[src/ihb_pkg.sv]
// ----------------------------------------------------------------------------
// ihb_pkg
// Shared types, constants and helpers for the IPv4 header builder.
// ----------------------------------------------------------------------------
package ihb_pkg;

    // header constants
    localparam logic [15:0] HDR_BYTES   = 16'd20;
    localparam logic [15:0] MAX_PAYLOAD = 16'd65515;
    localparam logic [15:0] ID_BASE     = 16'd1234;
    localparam logic [7:0]  TTL_RESET   = 8'd64;
    localparam logic [7:0]  VER_IHL     = 8'h45;
    localparam logic [7:0]  TOS_VALUE   = 8'h00;

    // word numbers within the header
    localparam logic [2:0] W_VER_LEN  = 3'd0;
    localparam logic [2:0] W_IDENT    = 3'd1;
    localparam logic [2:0] W_TTL_CSUM = 3'd2;
    localparam logic [2:0] W_SRC      = 3'd3;
    localparam logic [2:0] W_DST      = 3'd4;

    // request as classified by the front part, with the raw halfword sum
    typedef struct packed {
        logic [15:0] total_length;
        logic [15:0] ident;
        logic [7:0]  ttl;
        logic [7:0]  protocol;
        logic [31:0] src;
        logic [31:0] dst;
        logic [19:0] raw_sum;
    } t_req;

    // request ready to be emitted, checksum folded
    typedef struct packed {
        logic [15:0] total_length;
        logic [15:0] ident;
        logic [7:0]  ttl;
        logic [7:0]  protocol;
        logic [31:0] src;
        logic [31:0] dst;
        logic [15:0] csum;
    } t_hdr;

    // queue status seen by the front and back parts
    typedef struct packed {
        logic full;
        logic valid;
    } t_q_stat;

    // fold the halfword sum twice and complement it
    function automatic logic [15:0] fold_csum(input logic [19:0] s);
        logic [16:0] t;
        logic [16:0] u;
        t = {13'd0, s[19:16]} + {1'b0, s[15:0]};
        u = {16'd0, t[16]} + {1'b0, t[15:0]};
        return ~u[15:0];
    endfunction

    // convert a queued request into its emit form
    function automatic t_hdr to_hdr(input t_req r);
        t_hdr h;
        h.total_length = r.total_length;
        h.ident        = r.ident;
        h.ttl          = r.ttl;
        h.protocol     = r.protocol;
        h.src          = r.src;
        h.dst          = r.dst;
        h.csum         = fold_csum(r.raw_sum);
        return h;
    endfunction

    // pick one header word
    function automatic logic [31:0] hdr_word(input t_hdr h, input logic [2:0] idx);
        logic [31:0] w;
        case (idx)
            W_VER_LEN:  w = {VER_IHL, TOS_VALUE, h.total_length};
            W_IDENT:    w = {h.ident, 16'h0000};
            W_TTL_CSUM: w = {h.ttl, h.protocol, h.csum};
            W_SRC:      w = h.src;
            W_DST:      w = h.dst;
            default:    w = 32'h0000_0000;
        endcase
        return w;
    endfunction

endpackage

[src/ihb_if.sv]
// ----------------------------------------------------------------------------
// ihb_if
// Valid/ready channels of the IPv4 header builder: requests and header words.
// ----------------------------------------------------------------------------
interface ihb_req_if;
    logic        valid;
    logic        ready;
    logic [15:0] payload_length;
    logic [7:0]  protocol_number;
    logic [31:0] source_address;
    logic [31:0] destination_address;

    modport source (
        output valid, payload_length, protocol_number, source_address,
               destination_address,
        input  ready
    );
    modport sink (
        input  valid, payload_length, protocol_number, source_address,
               destination_address,
        output ready
    );
endinterface

interface ihb_word_if;
    logic        valid;
    logic        ready;
    logic [31:0] header_word;
    logic [2:0]  word_number;
    logic        last_word;

    modport source (
        output valid, header_word, word_number, last_word,
        input  ready
    );
    modport sink (
        input  valid, header_word, word_number, last_word,
        output ready
    );
endinterface

[src/ipv4_header_builder_unit.sv]
// ----------------------------------------------------------------------------
// ipv4_header_builder_unit
// Builds a 20-byte IPv4 header with its checksum for each request and sends
// it as five 32-bit words in network byte order.
// ----------------------------------------------------------------------------
//  channel   dir  handshake      beat contents
//  i_req     in   valid/ready    payload length, protocol, src, dst addresses
//  o_word    out  valid/ready    header word, word number, last word flag
//  cfg       in   i_cfg_we       ttl value on i_cfg_wdata
//
//  each request yields five output beats, one per cycle while o_word is ready;
//  the rate is set by the single 32-bit output word register
//  a taken request reaches o_word through the queue, the current-header
//  register and the output register; the queue holds QUEUE_DEPTH requests ahead of it
//  reset is synchronous, active low; ttl returns to 64, identification to 1234
//  a stalled output keeps its beat; requests keep flowing until the queue fills
// ----------------------------------------------------------------------------
module ipv4_header_builder_unit
    import ihb_pkg::*;
#(
    parameter int QUEUE_DEPTH = 2
) (
    input  logic       i_clk,
    input  logic       i_rst_n,
    input  logic       i_cfg_we,
    input  logic [7:0] i_cfg_wdata,
    ihb_req_if.sink    i_req,
    ihb_word_if.source o_word
);

    t_q_stat q_stat;
    t_req    q_wdata;
    t_req    q_rdata;
    logic    q_push;
    logic    q_pop;

    // request intake
    ihb_front u_front (
        .i_clk       (i_clk),
        .i_rst_n     (i_rst_n),
        .i_cfg_we    (i_cfg_we),
        .i_cfg_wdata (i_cfg_wdata),
        .i_req       (i_req),
        .i_q_stat    (q_stat),
        .o_push      (q_push),
        .o_entry     (q_wdata)
    );

    // decoupling queue
    ihb_fifo #(
        .DEPTH (QUEUE_DEPTH)
    ) u_fifo (
        .i_clk   (i_clk),
        .i_rst_n (i_rst_n),
        .i_push  (q_push),
        .i_data  (q_wdata),
        .i_pop   (q_pop),
        .o_stat  (q_stat),
        .o_data  (q_rdata)
    );

    // word emitter
    ihb_back u_back (
        .i_clk    (i_clk),
        .i_rst_n  (i_rst_n),
        .i_q_stat (q_stat),
        .i_q_data (q_rdata),
        .o_pop    (q_pop),
        .o_word   (o_word)
    );

    // last flag only on the final word
    a_last_pos: assert property (@(posedge i_clk) disable iff (!i_rst_n)
        o_word.valid |-> (o_word.last_word == (o_word.word_number == W_DST)))
        else $error("last word flag out of place");

    // words of one header follow without a gap
    a_word_seq: assert property (@(posedge i_clk) disable iff (!i_rst_n)
        (o_word.valid && o_word.ready && !o_word.last_word) |=>
        (o_word.valid && (o_word.word_number == $past(o_word.word_number) + 3'd1)))
        else $error("header words out of sequence");

    // never write a full queue, never read an empty one
    a_q_bounds: assert property (@(posedge i_clk) disable iff (!i_rst_n)
        !(q_push && q_stat.full) && !(q_pop && !q_stat.valid))
        else $error("queue overflow or underflow");

    // a new header starts only at word zero
    a_first_word: assert property (@(posedge i_clk) disable iff (!i_rst_n)
        (o_word.valid && o_word.ready && o_word.last_word) |=>
        (!o_word.valid || (o_word.word_number == W_VER_LEN)))
        else $error("header did not restart at word zero");

endmodule

[src/ihb_front.sv]
// ----------------------------------------------------------------------------
// ihb_front
// Accepts requests, fills in length, identification and TTL, and sums the
// header halfwords before handing the request to the queue.
// ----------------------------------------------------------------------------
module ihb_front
    import ihb_pkg::*;
(
    input  logic        i_clk,
    input  logic        i_rst_n,
    input  logic        i_cfg_we,
    input  logic [7:0]  i_cfg_wdata,
    ihb_req_if.sink     i_req,
    input  t_q_stat     i_q_stat,
    output logic        o_push,
    output t_req        o_entry
);

    logic [7:0]  r_ttl;
    logic [15:0] r_id_cnt;
    logic [15:0] pay_sat;
    logic [15:0] ttl_proto;

    // take a beat whenever the queue has room
    assign i_req.ready = !i_q_stat.full;
    assign o_push      = i_req.valid && !i_q_stat.full;

    // classify the request
    always_comb begin
        pay_sat = (i_req.payload_length > MAX_PAYLOAD) ? MAX_PAYLOAD
                                                       : i_req.payload_length;
        ttl_proto = {r_ttl, i_req.protocol_number};

        o_entry.total_length = HDR_BYTES + pay_sat;
        o_entry.ident        = ID_BASE + r_id_cnt;
        o_entry.ttl          = r_ttl;
        o_entry.protocol     = i_req.protocol_number;
        o_entry.src          = i_req.source_address;
        o_entry.dst          = i_req.destination_address;
        o_entry.raw_sum      = {4'd0, VER_IHL, TOS_VALUE}
                             + {4'd0, o_entry.total_length}
                             + {4'd0, o_entry.ident}
                             + {4'd0, ttl_proto}
                             + {4'd0, i_req.source_address[31:16]}
                             + {4'd0, i_req.source_address[15:0]}
                             + {4'd0, i_req.destination_address[31:16]}
                             + {4'd0, i_req.destination_address[15:0]};
    end

    // ttl register
    always_ff @(posedge i_clk) begin
        if (!i_rst_n) begin
            r_ttl <= TTL_RESET;
        end else if (i_cfg_we) begin
            r_ttl <= i_cfg_wdata;
        end
    end

    // identification counter, wraps at 16 bits
    always_ff @(posedge i_clk) begin
        if (!i_rst_n) begin
            r_id_cnt <= 16'd0;
        end else if (o_push) begin
            r_id_cnt <= r_id_cnt + 16'd1;
        end
    end

endmodule

[src/ihb_fifo.sv]
// ----------------------------------------------------------------------------
// ihb_fifo
// Short request queue between the front and back parts.
// ----------------------------------------------------------------------------
module ihb_fifo
    import ihb_pkg::*;
#(
    parameter int DEPTH = 2
) (
    input  logic    i_clk,
    input  logic    i_rst_n,
    input  logic    i_push,
    input  t_req    i_data,
    input  logic    i_pop,
    output t_q_stat o_stat,
    output t_req    o_data
);

    localparam int PTR_W = $clog2(DEPTH);
    localparam int CNT_W = $clog2(DEPTH + 1);
    localparam logic [PTR_W-1:0] PTR_LAST = PTR_W'(DEPTH - 1);
    localparam logic [CNT_W-1:0] CNT_FULL = CNT_W'(DEPTH);

    t_req             r_mem [DEPTH];
    logic [PTR_W-1:0] r_wr_ptr;
    logic [PTR_W-1:0] r_rd_ptr;
    logic [CNT_W-1:0] r_count;

    assign o_stat.full  = (r_count == CNT_FULL);
    assign o_stat.valid = (r_count != '0);
    assign o_data       = r_mem[r_rd_ptr];

    // storage
    always_ff @(posedge i_clk) begin
        if (i_push) begin
            r_mem[r_wr_ptr] <= i_data;
        end
    end

    // pointers and fill count
    always_ff @(posedge i_clk) begin
        if (!i_rst_n) begin
            r_wr_ptr <= '0;
            r_rd_ptr <= '0;
            r_count  <= '0;
        end else begin
            if (i_push) begin
                r_wr_ptr <= (r_wr_ptr == PTR_LAST) ? '0 : r_wr_ptr + 1'b1;
            end
            if (i_pop) begin
                r_rd_ptr <= (r_rd_ptr == PTR_LAST) ? '0 : r_rd_ptr + 1'b1;
            end
            if (i_push && !i_pop) begin
                r_count <= r_count + 1'b1;
            end else if (!i_push && i_pop) begin
                r_count <= r_count - 1'b1;
            end
        end
    end

endmodule

[src/ihb_back.sv]
// ----------------------------------------------------------------------------
// ihb_back
// Folds the checksum and emits the five header words, one beat per cycle while the sink is ready.
// ----------------------------------------------------------------------------
module ihb_back
    import ihb_pkg::*;
(
    input  logic       i_clk,
    input  logic       i_rst_n,
    input  t_q_stat    i_q_stat,
    input  t_req       i_q_data,
    output logic       o_pop,
    ihb_word_if.source o_word
);

    t_hdr        r_cur;
    logic        r_busy;
    logic [2:0]  r_idx;
    logic        r_out_valid;
    logic [31:0] r_out_word;
    logic [2:0]  r_out_num;
    logic        r_out_last;
    logic        advance;
    logic        done_cur;

    assign o_word.valid       = r_out_valid;
    assign o_word.header_word = r_out_word;
    assign o_word.word_number = r_out_num;
    assign o_word.last_word   = r_out_last;

    // output register free or draining this cycle
    assign advance  = !r_out_valid || o_word.ready;
    assign done_cur = !r_busy || (r_idx == W_DST);
    assign o_pop    = advance && done_cur && i_q_stat.valid;

    // current request and word index
    always_ff @(posedge i_clk) begin
        if (!i_rst_n) begin
            r_busy <= 1'b0;
            r_idx  <= W_VER_LEN;
        end else if (advance) begin
            if (done_cur) begin
                r_busy <= i_q_stat.valid;
                r_idx  <= W_VER_LEN;
            end else begin
                r_idx <= r_idx + 3'd1;
            end
        end
    end

    always_ff @(posedge i_clk) begin
        if (o_pop) begin
            r_cur <= to_hdr(i_q_data);
        end
    end

    // output beat register
    always_ff @(posedge i_clk) begin
        if (!i_rst_n) begin
            r_out_valid <= 1'b0;
        end else if (advance) begin
            r_out_valid <= r_busy;
        end
    end

    always_ff @(posedge i_clk) begin
        if (advance && r_busy) begin
            r_out_word <= hdr_word(r_cur, r_idx);
            r_out_num  <= r_idx;
            r_out_last <= (r_idx == W_DST);
        end
    end

endmodule
[src/flat_wrapper.sv]
// flat-port wrapper written by rule: the top's interface ports become plain ports
module ipv4_header_builder_unit_flat import ihb_pkg::*;
#(
    parameter int QUEUE_DEPTH = 2
)
  (i_clk, i_rst_n, i_cfg_we, i_cfg_wdata, i_req_valid, i_req_payload_length, i_req_protocol_number, i_req_source_address, i_req_destination_address, i_req_ready, o_word_valid, o_word_header_word, o_word_word_number, o_word_last_word, o_word_ready);
  ihb_req_if i_req_i ();
  ihb_word_if o_word_i ();
  input  logic i_clk;
  input  logic i_rst_n;
  input  logic i_cfg_we;
  input  logic [7:0] i_cfg_wdata;
  input wire logic [$bits(i_req_i.valid)-1:0] i_req_valid;
  input wire logic [$bits(i_req_i.payload_length)-1:0] i_req_payload_length;
  input wire logic [$bits(i_req_i.protocol_number)-1:0] i_req_protocol_number;
  input wire logic [$bits(i_req_i.source_address)-1:0] i_req_source_address;
  input wire logic [$bits(i_req_i.destination_address)-1:0] i_req_destination_address;
  output wire logic [$bits(i_req_i.ready)-1:0] i_req_ready;
  output wire logic [$bits(o_word_i.valid)-1:0] o_word_valid;
  output wire logic [$bits(o_word_i.header_word)-1:0] o_word_header_word;
  output wire logic [$bits(o_word_i.word_number)-1:0] o_word_word_number;
  output wire logic [$bits(o_word_i.last_word)-1:0] o_word_last_word;
  input wire logic [$bits(o_word_i.ready)-1:0] o_word_ready;
  assign i_req_i.valid = i_req_valid;
  assign i_req_i.payload_length = i_req_payload_length;
  assign i_req_i.protocol_number = i_req_protocol_number;
  assign i_req_i.source_address = i_req_source_address;
  assign i_req_i.destination_address = i_req_destination_address;
  assign i_req_ready = i_req_i.ready;
  assign o_word_valid = o_word_i.valid;
  assign o_word_header_word = o_word_i.header_word;
  assign o_word_word_number = o_word_i.word_number;
  assign o_word_last_word = o_word_i.last_word;
  assign o_word_i.ready = o_word_ready;
  ipv4_header_builder_unit #(.QUEUE_DEPTH(QUEUE_DEPTH)) u_core (.i_clk(i_clk), .i_rst_n(i_rst_n), .i_cfg_we(i_cfg_we), .i_cfg_wdata(i_cfg_wdata), .i_req(i_req_i), .o_word(o_word_i));
endmodule
[config.mk]
export PLATFORM = sky130hd
export DESIGN_NAME = ipv4_header_builder_unit_flat
export DESIGN_NICKNAME = d
export VERILOG_FILES = /design/src/ihb_pkg.sv /design/src/ihb_if.sv /design/src/ipv4_header_builder_unit.sv /design/src/ihb_front.sv /design/src/ihb_fifo.sv /design/src/ihb_back.sv /design/src/flat_wrapper.sv
export SDC_FILE = /design/constraint.sdc
export NUM_CORES = 1
export LEC_CHECK = 0
export BUFFER_PORTS_ARGS = -buffer_cell sky130_fd_sc_hd__buf_2
export CORE_MARGIN = 1.5
export CORE_UTILIZATION = 60
export DETAILED_ROUTE_END_ITERATION = 10
export GPL_TIMING_DRIVEN = 0
export MAX_ROUTING_LAYER = met4
export PLACE_DENSITY = 0.79
export SLEW_MARGIN = 20
export SYNTH_ARGS = -nofsm -noshare
export SYNTH_HDL_FRONTEND = slang
export SYNTH_HIERARCHICAL = 1
export SYNTH_SLANG_ARGS = --single-unit
[constraint.sdc]
create_clock -name i_clk -period 15.44 [get_ports i_clk]
set_input_delay 4.632 -clock i_clk [delete_from_list [all_inputs] [get_ports i_clk]]
set_output_delay 4.632 -clock i_clk [all_outputs]
set_load 0.1 [all_outputs]
Word level (Yosys, flattened, before mapping)
Memory sizes are Yosys's and may differ from the RTL's. A register that Yosys moved wholly into a read port is not among the register bits. Index checks and enable logic that the tools add are counted.

Reductions and logical operators: 17. Equality and inequality tests: 5. Mux-type cells: 11. $add $sub $neg: 17. $lt $le $gt $ge: 1. Bitwise operators: 1.

Operator list (count): case mux 32 bit (5 select lines) (1); adder 20 x 16 -> 20 bit (3); adder 19 x 16 -> 20 bit (1); adder 18 x 16 -> 19 bit (1); adder 17 x 16 -> 18 bit (1); adder 15 x 16 -> 17 bit (first input constant) (1); adder 4 x 16 -> 17 bit (1); adder 1 x 16 -> 16 bit (1); adder 11 x 16 -> 16 bit (first input constant) (1); adder 16 x 1 -> 16 bit (second input constant) (1); adder 5 x 16 -> 16 bit (first input constant) (1); greater-than comparator 16 bit (second input constant) (1); 2-to-1 mux 16 bit (1); NOT 16 bit (1); == test 3 x 2 -> 1 bit (second input constant) (2); logical AND 1 bit (6); 2-to-1 mux 1 bit (6); zero test 1 bit (5); 2-to-1 mux 2 bit (2); nonzero test 2 bit (2); adder 3 x 1 -> 3 bit (second input constant) (1); == test 3 x 1 -> 1 bit (second input constant) (1); == test 3 bit (second input constant) (1); zero test 3 bit (1); other kinds (7) (9).

Input port bits: 101. Flip-flop bits (word level): 197. Memories: 1. Logic and storage cells: 71. Bits in writable memories: 264.

Memory list: u_core.u_fifo.r_mem (words 2, bits a word 132, read ports 1, clocked after Yosys merged registers in 1, write ports 1, line ihb_fifo.sv:24) `t_req r_mem [DEPTH];`.

Longest topological paths before layout
Gate-level depths: netlist of the first run.

Word-level depth: 10. Mapped depth: 23.

Modules after synthesis
Netlist of the first run, hierarchy kept.

By module, submodules not included: ihb_fifo (instances 1, area an instance 10074.7 um^2, cells an instance 433); ihb_back (instances 1, area an instance 6662.6 um^2, cells an instance 407); ihb_front (instances 1, area an instance 5231.3 um^2, cells an instance 606).

Least setup slack after synthesis of the first run
OpenSTA, ideal clock, no wires.

Kind: input to register. Start: in o_word_ready. End: reg u_core.u_fifo.r_count[1]. Data required time: 15.364 ns. Arrival time: 12.377 ns. Setup slack: 2.987 ns. Library setup time: 0.076 ns. Stages on the path: 7. Path through: nand2b_1 > nand2_1 > a21oi_1 > inv_1 > ha_1 > or3_1 > a21boi_0.

Longest elaborated chain between the ends: 6. Elaborated cells on any way between the ends: 8.

RTL lines: start: declaration (line flat_wrapper.sv:23) `input wire logic [$bits(o_word_i.ready)-1:0] o_word_ready;`; logical OR 1 bit (*) (line ihb_back.sv:32) `assign advance = !r_out_valid || o_word.ready;`; logical AND 1 bit (*) (2 in series) (line ihb_back.sv:34) `assign o_pop = advance && done_cur && i_q_stat.valid;`; named net u_core.q_pop (line ipv4_header_builder_unit.sv:35) `logic q_pop;`; zero test 1 bit (line ihb_fifo.sv:53) `if (i_push && !i_pop) begin`; logical AND 1 bit (line ihb_fifo.sv:53); 2-to-1 mux 2 bit or nonzero test 2 bit (tied branches); end signal: assignment (line ihb_fifo.sv:54) `r_count <= r_count + 1'b1;`; end signal: assignment (line ihb_fifo.sv:56) `r_count <= r_count - 1'b1;`; end: declaration (line ihb_fifo.sv:27) `logic [CNT_W-1:0] r_count;`.

Mark *: on every way through the listed nets, which the timed path passes. The rest lies on a longest branch. A chain may end at the register's enable or synchronous reset.

==> results.py, run 1 <==
metrics = {
    "outcome": {
        "outcome": "finished, final reports clean",
    },
    "finish": {
        "syn_to_final_growth_pct": 14.5,
        "fin_nets": 1878,
        "drive_gt1_frac": 0.287,
        "antenna_cells": 0,
    },
    "placement": {
        "port_buffers": 137,
        "dp_hpwl_um": 35900,
        "gp_congestion": 0.873,
    },
    "detailed_routing": {
        "wl_per_cell_um": 23.3,
        "ant_nets": 0,
        "vias_per_cell": 5.71,
        "drc": 0,
        "vias": 12200,
        "drt_iter0_markers": 1036,
        "wl_um": 50000,
        "drt_pass1_iterations": 5,
    },
    "worst_setup_path": {
        "slowest_delay_ns": 0.58,
        "reg2reg_depth": 18,
        "crit_fanout": 5,
        "worstSetupStartpointType": "input port",
        "crit_chain": "buf_2 > nand4_1 > nor3_1 > a41o_1 > ha_1 > a21oi_1 > nor3_1 > xor2_1 > inv_1 > fa_1 > fa_1 > inv_1 > fa_1 > inv_1 > fa_1 > inv_1 > ha_1 > a211oi_1 > o311ai_0 > mux2i_1 > a31oi_1 > o2111ai_1",
        "critical_path.top_delay_family": "adder cells",
        "critPathSlowestCell": "nor3_1",
        "crit_path_end_kind": "register",
        "cp_num_buf_inv": 5,
        "arrival_ns": 10.76,
        "reg2reg_from": "u_core/u_front/r_id_cnt[2]",
        "crit_type": "in2reg",
        "ff2ff_setup_slack_ns": 9.28,
        "r2r_end": "u_core/u_fifo/r_mem[0][17]",
        "worstPathRequired_ns": 15.74,
    },
    "global_route": {
        "antenna_found_initial": 0,
        "grt_pass1_vias": 12500,
        "grt_first_pass_wirelength_um": 74500,
        "grt_start_max_net_pins": 50,
        "grt_overflow": 0,
        "track_usage": 0.279,
    },
    "sta": {
        "fin_setup_tns_ns": 0,
        "worst_pin_slew_ns": 1.09,
        "whs_ns": 0.470,
        "post-route-period-util": 0.678,
        "setup_violations": 0,
        "max_freq_mhz": 95.6,
        "fin_crit_ns": 10.46,
        "slew_viol_final": 0,
        "timing_hold_violations_final": 0,
        "finalClockSkew_ns": 0.0143,
        "rsz0062_at_grt": "false",
        "relSlewSlack": 0.275,
    },
    "logic_synthesis": {
        "synth_cell_type_count": 65,
        "ys_seq_elements": 462,
        "synth-seq-area-share": 0.616,
        "yosysWarnings": 6,
        "syn_nets": 1676,
        "synthArstFlopShare": 0,
        "synth_cells": 1446,
        "netlist_area_um2": 22000,
        "synth_flop_cell": "edfxtp_1",
        "avgSynthCellArea_um2": 15.2,
        "synth_edf_count": 428,
    },
    "cts": {
        "clock_sinks": 462,
        "htree_levels": 2,
        "cts_tree": "done",
        "cts_setup_buffers": 0,
        "cts-hold-fix-buffers": 0,
        "cts-buffers-inserted": 47,
        "clk_pin_slew_ns": 0.06,
        "cts_resized": 0,
        "clockBufferDepth": 3,
        "clock_latency_ns": 0.58,
        "root_buffer": "clkbuf_16",
    },
    "floorplan": {
        "die_x_um": 194,
        "rows": 69,
        "design.die.area_um2": 37800,
        "start_util": 0.613,
        "core_area_um2": 35800,
        "io_pins": 139,
        "die_h_um": 194,
    },
    "run": {
        "max-cap-violations": 0,
    },
    "min_path": {
        "hp-class": "reg2reg",
        "hold_start": "u_core/u_front/r_ttl[6]",
        "whs_endpoint": "u_core/u_fifo/r_mem[0][98]",
        "worstHoldPathCells": 0,
    },
    "power_and_ir_drop": {
        "cellLeakagePower_nw": 9.93,
        "peakVddDrop_uv": 99.3,
        "p_per_area_nw_per_um2": 193,
    },
}
## synth_stat cells, types with 8 or more instances
cell,count,area (um2)
edfxtp_1,428,12900
inv_1,180,676
fa_1,80,1600
mux2_4,80,1200
buf_4,77,578
mux2_2,68,766
ha_1,49,613
nand2_1,44,165
xnor2_1,37,324
dfxtp_1,34,681
xor2_1,31,272
a21oi_1,26,130
a22oi_1,26,195
o21ai_0,23,115
nor2_1,21,78.8
a222oi_1,19,190
nor2b_1,19,119
nor3_1,19,95.1
and2_1,17,106
nand3_1,17,85.1
clkbuf_1,16,60.1
nand2b_1,11,68.8
buf_6,10,113
and3_1,9,56.3
mux2i_1,9,90.1
nand4_1,8,50.1
## worst max path at each step
stage / startpoint / endpoint / slack (ns) / depth (start not counted)
after floorplan: o_word_ready / u_core/u_fifo/r_count[1] / 2.99 / 7
after global placement: o_word_ready / u_core/u_fifo/r_count[1] / -0.49 / 8
after detailed placement: i_req_payload_length[14] / u_core/u_fifo/r_mem[0][17] / 4.50 / 22
after CTS: i_req_payload_length[14] / u_core/u_fifo/r_mem[0][17] / 5.08 / 22
after global routing: i_req_payload_length[14] / u_core/u_fifo/r_mem[0][17] / 4.58 / 22
final: i_req_payload_length[14] / u_core/u_fifo/r_mem[0][17] / 4.98 / 22
## cells in the final DEF (no fill, tap or decap), types with 18 or more instances in the layout
cell type  instances
nor2_1            21
nor3_1            19
a21oi_1           25
buf_2            142
xnor2_1           37
edfxtp_1         428
xor2_1            31
a222oi_1          19
clkbuf_16         49
mux2_4            80
fa_1              80
nand2_1           44
ha_1              49
dfxtp_1           34
nor2b_1           18
mux2_2            68
buf_4             77
o21ai_0           23
clkbuf_1          23
inv_1            180
a22oi_1           26
## sequential cells by signal (all words and copies together) (netlist names), 2 cells and up, named ones only
signal,count
u_core/u_back/r_idx,3
u_core/u_back/r_cur,128
u_core/u_front/r_ttl,8
u_core/u_back/o_word.header_word,32
u_core/u_fifo/r_mem,264
u_core/u_front/r_id_cnt,16
u_core/u_fifo/r_count,2
u_core/u_back/o_word.word_number,3
## metal layers
layer	routed length (um)	global-route usage
met1	20200	0.355
met5	0	-
met2	25000	0.463
met4	1530	0.0885
met3	3290	0.0436
## metrics by stage
| step | instances | cell area [um2] | utilization | power (mW) | setup WS, ns |
|---|---|---|---|---|---|
| 2_1_floorplan | 1446 | 22000 | - | 3.27 | 2.99 |
| 3_3_place_gp | 2044 | 23200 | 0.648 | 3.69 | -0.487 |
| 3_5_place_dp | 2060 | 23700 | 0.660 | 3.75 | 4.50 |
| 4_1_cts | 2145 | 25200 | 0.702 | 4.87 | 5.08 |
| 5_1_grt | 2145 | 25200 | 0.702 | 5.09 | 4.58 |
| 6_report | 2145 | 25200 | 0.702 | 4.86 | 4.98 |
## final cells by class
cell class	instances	area, um2
clock buffers	58	1280
inverters	180	676
repair buffers	153	1100
clock inverters	27	206
plain buffers	111	808
well taps	461	577
fillers	2317	10700
flip-flops and latches	462	13500
multi-input cells	693	6970
## cell families (layout without fill, tap and decap cells)
kind of cell / Yosys count / after routing / share of synthesized area
adders and majority gates: 129 / 129 / 0.101
DFF: 462 / 462 / 0.616
xor gates and xnor gates: 68 / 68 / 0.0271
AOI/OAI and AO/OA: 150 / 150 / 0.0492
other: 1 / 1 / 0.000171
buffers and inverters: 291 / 529 / 0.0675
and+or+nand+nor: 188 / 188 / 0.0455
muxes: 157 / 157 / 0.0936
## where the power goes
| part | switching (mW) | total (mW) | internal [mW] |
|---|---|---|---|
| Clock | 0.466 | 1.10 | 0.637 |
| Sequential | 0.0933 | 1.95 | 1.85 |
| Combinational | 1.12 | 1.81 | 0.686 |
Note: power is estimated with default switching activity, not from simulation.
==> run 2: changes to the inputs <==
==> constraint.sdc (replaced) <==
create_clock -name i_clk -period 10.8 [get_ports i_clk]
set_input_delay 3.24 -clock i_clk [delete_from_list [all_inputs] [get_ports i_clk]]
set_output_delay 3.24 -clock i_clk [all_outputs]
set_load 0.1 [all_outputs]
==> run 2 against run 1 <==
Total power increased by 44%. Sequential share of layout area decreased by 0.11 points. Routed wire length decreased by 0.52%. Global-route usage decreased by 0.14 points. Final cell count about the same. Design area increased by 0.21%. Critical path type unchanged. Largest power group unchanged.
==> results.py, run 2 (same netlist as run 1, synthesis figures left out) <==
metrics = {
    "sta": {
        "finalClockSkew_ns": 0.0205,
        "rsz0062_at_grt": "false",
        "timing_hold_violations_final": 0,
        "worst_pin_slew_ns": 1.11,
        "setup_ws_ns": 1.70,
        "relSlewSlack": 0.262,
        "slew_viol_final": 0,
        "fin_crit_ns": 9.10,
        "setup_violations": 0,
        "post-route-period-util": 0.842,
        "max_freq_mhz": 110,
    },
    "detailed_routing": {
        "wl_um": 49800,
        "vias": 12300,
        "ant_nets": 0,
        "drc": 0,
        "wl_per_cell_um": 23.2,
        "drt_iter0_markers": 1002,
        "vias_per_cell": 5.74,
        "drt_pass1_iterations": 6,
    },
    "worst_setup_path": {
        "arrival_ns": 9.36,
        "crit_chain": "buf_2 > nand4_1 > nor3_1 > a41o_1 > ha_1 > a21oi_1 > nor3_1 > xor2_1 > inv_1 > fa_1 > fa_1 > inv_1 > fa_1 > inv_1 > fa_1 > inv_1 > ha_1 > a211oi_1 > o311ai_0 > mux2i_1 > a31oi_1 > o2111ai_1",
        "cp_num_buf_inv": 5,
        "worstSetupStartpointType": "input port",
        "worstPathRequired_ns": 11.07,
        "crit_path_end_kind": "register",
        "reg2reg_depth": 17,
        "crit_fanout": 5,
        "crit_type": "in2reg",
        "cp_num_cells": 22,
        "slowest_delay_ns": 0.58,
        "critical_path.top_delay_family": "adder cells",
        "critPathSlowestCell": "nor3_1",
        "reg2reg_from": "u_core/u_front/r_id_cnt[3]",
        "startpoint": "i_req_payload_length[14]",
    },
    "placement": {
        "place_area_um2": 23700,
        "dp_hpwl_um": 35900,
        "port_buffers": 137,
        "gp_congestion": 0.847,
        "place_ws_ns": 1.21,
    },
    "power_and_ir_drop": {
        "clock_power_share": 0.232,
        "p_per_area_nw_per_um2": 277,
        "comb_power_share": 0.369,
        "power.switching_mw": 2.39,
        "power.internal_mw": 4.58,
        "cellLeakagePower_nw": 9.96,
        "peakVddDrop_uv": 138,
        "switching_share": 0.343,
        "p_seq_frac": 0.399,
    },
    "finish": {
        "final-seq-area_um2": 13500,
        "largest_register_ffs": 264,
        "layout_common_cells": "edfxtp_1, inv_1, buf_2",
        "final_common_cell": "edfxtp_1",
        "final_area_um2": 25200,
        "antenna_cells": 0,
        "regMostFlops": "u_core/u_fifo/r_mem",
        "drive_gt1_frac": 0.288,
        "fin_util": 0.703,
        "syn_to_final_growth_pct": 14.7,
        "nFillCells": 2314,
        "multiInputGateArea_um2": 6970,
        "fin_nets": 1879,
    },
    "cts": {
        "cts_setup_buffers": 0,
        "clock_sinks": 462,
        "clk_pin_slew_ns": 0.06,
        "clock_latency_ns": 0.57,
        "cts_resized": 0,
        "cts_tree": "done",
        "root_buffer": "clkbuf_16",
        "cts-hold-fix-buffers": 0,
        "htree_levels": 2,
        "clockBufferDepth": 3,
        "cts-buffers-inserted": 48,
    },
    "global_route": {
        "grt_first_pass_wirelength_um": 74600,
        "grt_start_max_net_pins": 48,
        "grt_overflow": 0,
        "antenna_found_initial": 1,
        "grt_pass1_vias": 12800,
        "track_usage": 0.277,
    },
    "floorplan": {
        "io_pins": 139,
        "rows": 69,
        "core_area_um2": 35800,
        "die_x_um": 194,
        "die_h_um": 194,
        "design.die.area_um2": 37800,
        "start_util": 0.613,
    },
    "min_path": {
        "hold_start": "u_core/u_front/r_ttl[6]",
        "hp-class": "reg2reg",
        "worstHoldPathCells": 0,
    },
    "outcome": {
        "outcome": "finished, final reports clean",
    },
    "run": {
        "max-cap-violations": 0,
    },
}
[run 2: cell types whose count changed in the layout (fill, tap and decap cells not counted), sizes merged]
cell	before	now
inv	181	183
bufinv	3	4
clkbuf	75	78
clkinv	21	18
clkinvlp	2	1
[run 2: final timing paths]
check,slack (ns),to
worst min register to register,0.48,u_core/u_fifo/r_mem[1][98]
worst min-delay path,0.48,u_core/u_fifo/r_mem[1][98]
worst max-delay path,1.70,u_core/u_fifo/r_mem[0][17]
worst max register to register,4.60,u_core/u_fifo/r_mem[0][17]
[run 2: routing by layer]
metal | GRT usage | vias to the layer above | routed length, um
met2 | 0.458 | 519 | 24700
li1 | - | 5526 | -
met4 | 0.110 | 0 | 1950
met1 | 0.349 | 6153 | 19500
met3 | 0.0396 | 116 | 3590
met5 | - | - | 0
[run 2: per-stage QoR]
step	hold WS [ns]	TNS, ns	power [mW]	instances
2_1_floorplan	0.426	0	4.65	1446
3_3_place_gp	0.469	-407.80	5.23	2044
3_5_place_dp	0.472	0	5.36	2060
4_1_cts	0.485	0	7.00	2147
5_1_grt	0.511	0	7.32	2147
6_report	0.481	0	6.97	2147
[run 2: power groups by stage]
| stage | logic [mW] | registers [mW] | clock network, mW |
|---|---|---|---|
| floorplan | 1.56 | 3.09 | 0 |
| global placement | 2.35 | 2.89 | 0 |
| detailed placement | 2.54 | 2.82 | 0 |
| CTS | 2.57 | 2.78 | 1.65 |
| global route | 2.80 | 2.82 | 1.70 |
| finish | 2.57 | 2.78 | 1.62 |
[run 2: final cells by class]
class	instances	area share
inverter	180	0.0268
clock buffer	61	0.0520
timing repair buffer	153	0.0433
tap	461	0.0229
multi-input combinational	693	0.277
sequential	462	0.537
buffer	111	0.0321
clock inverter	26	0.00928
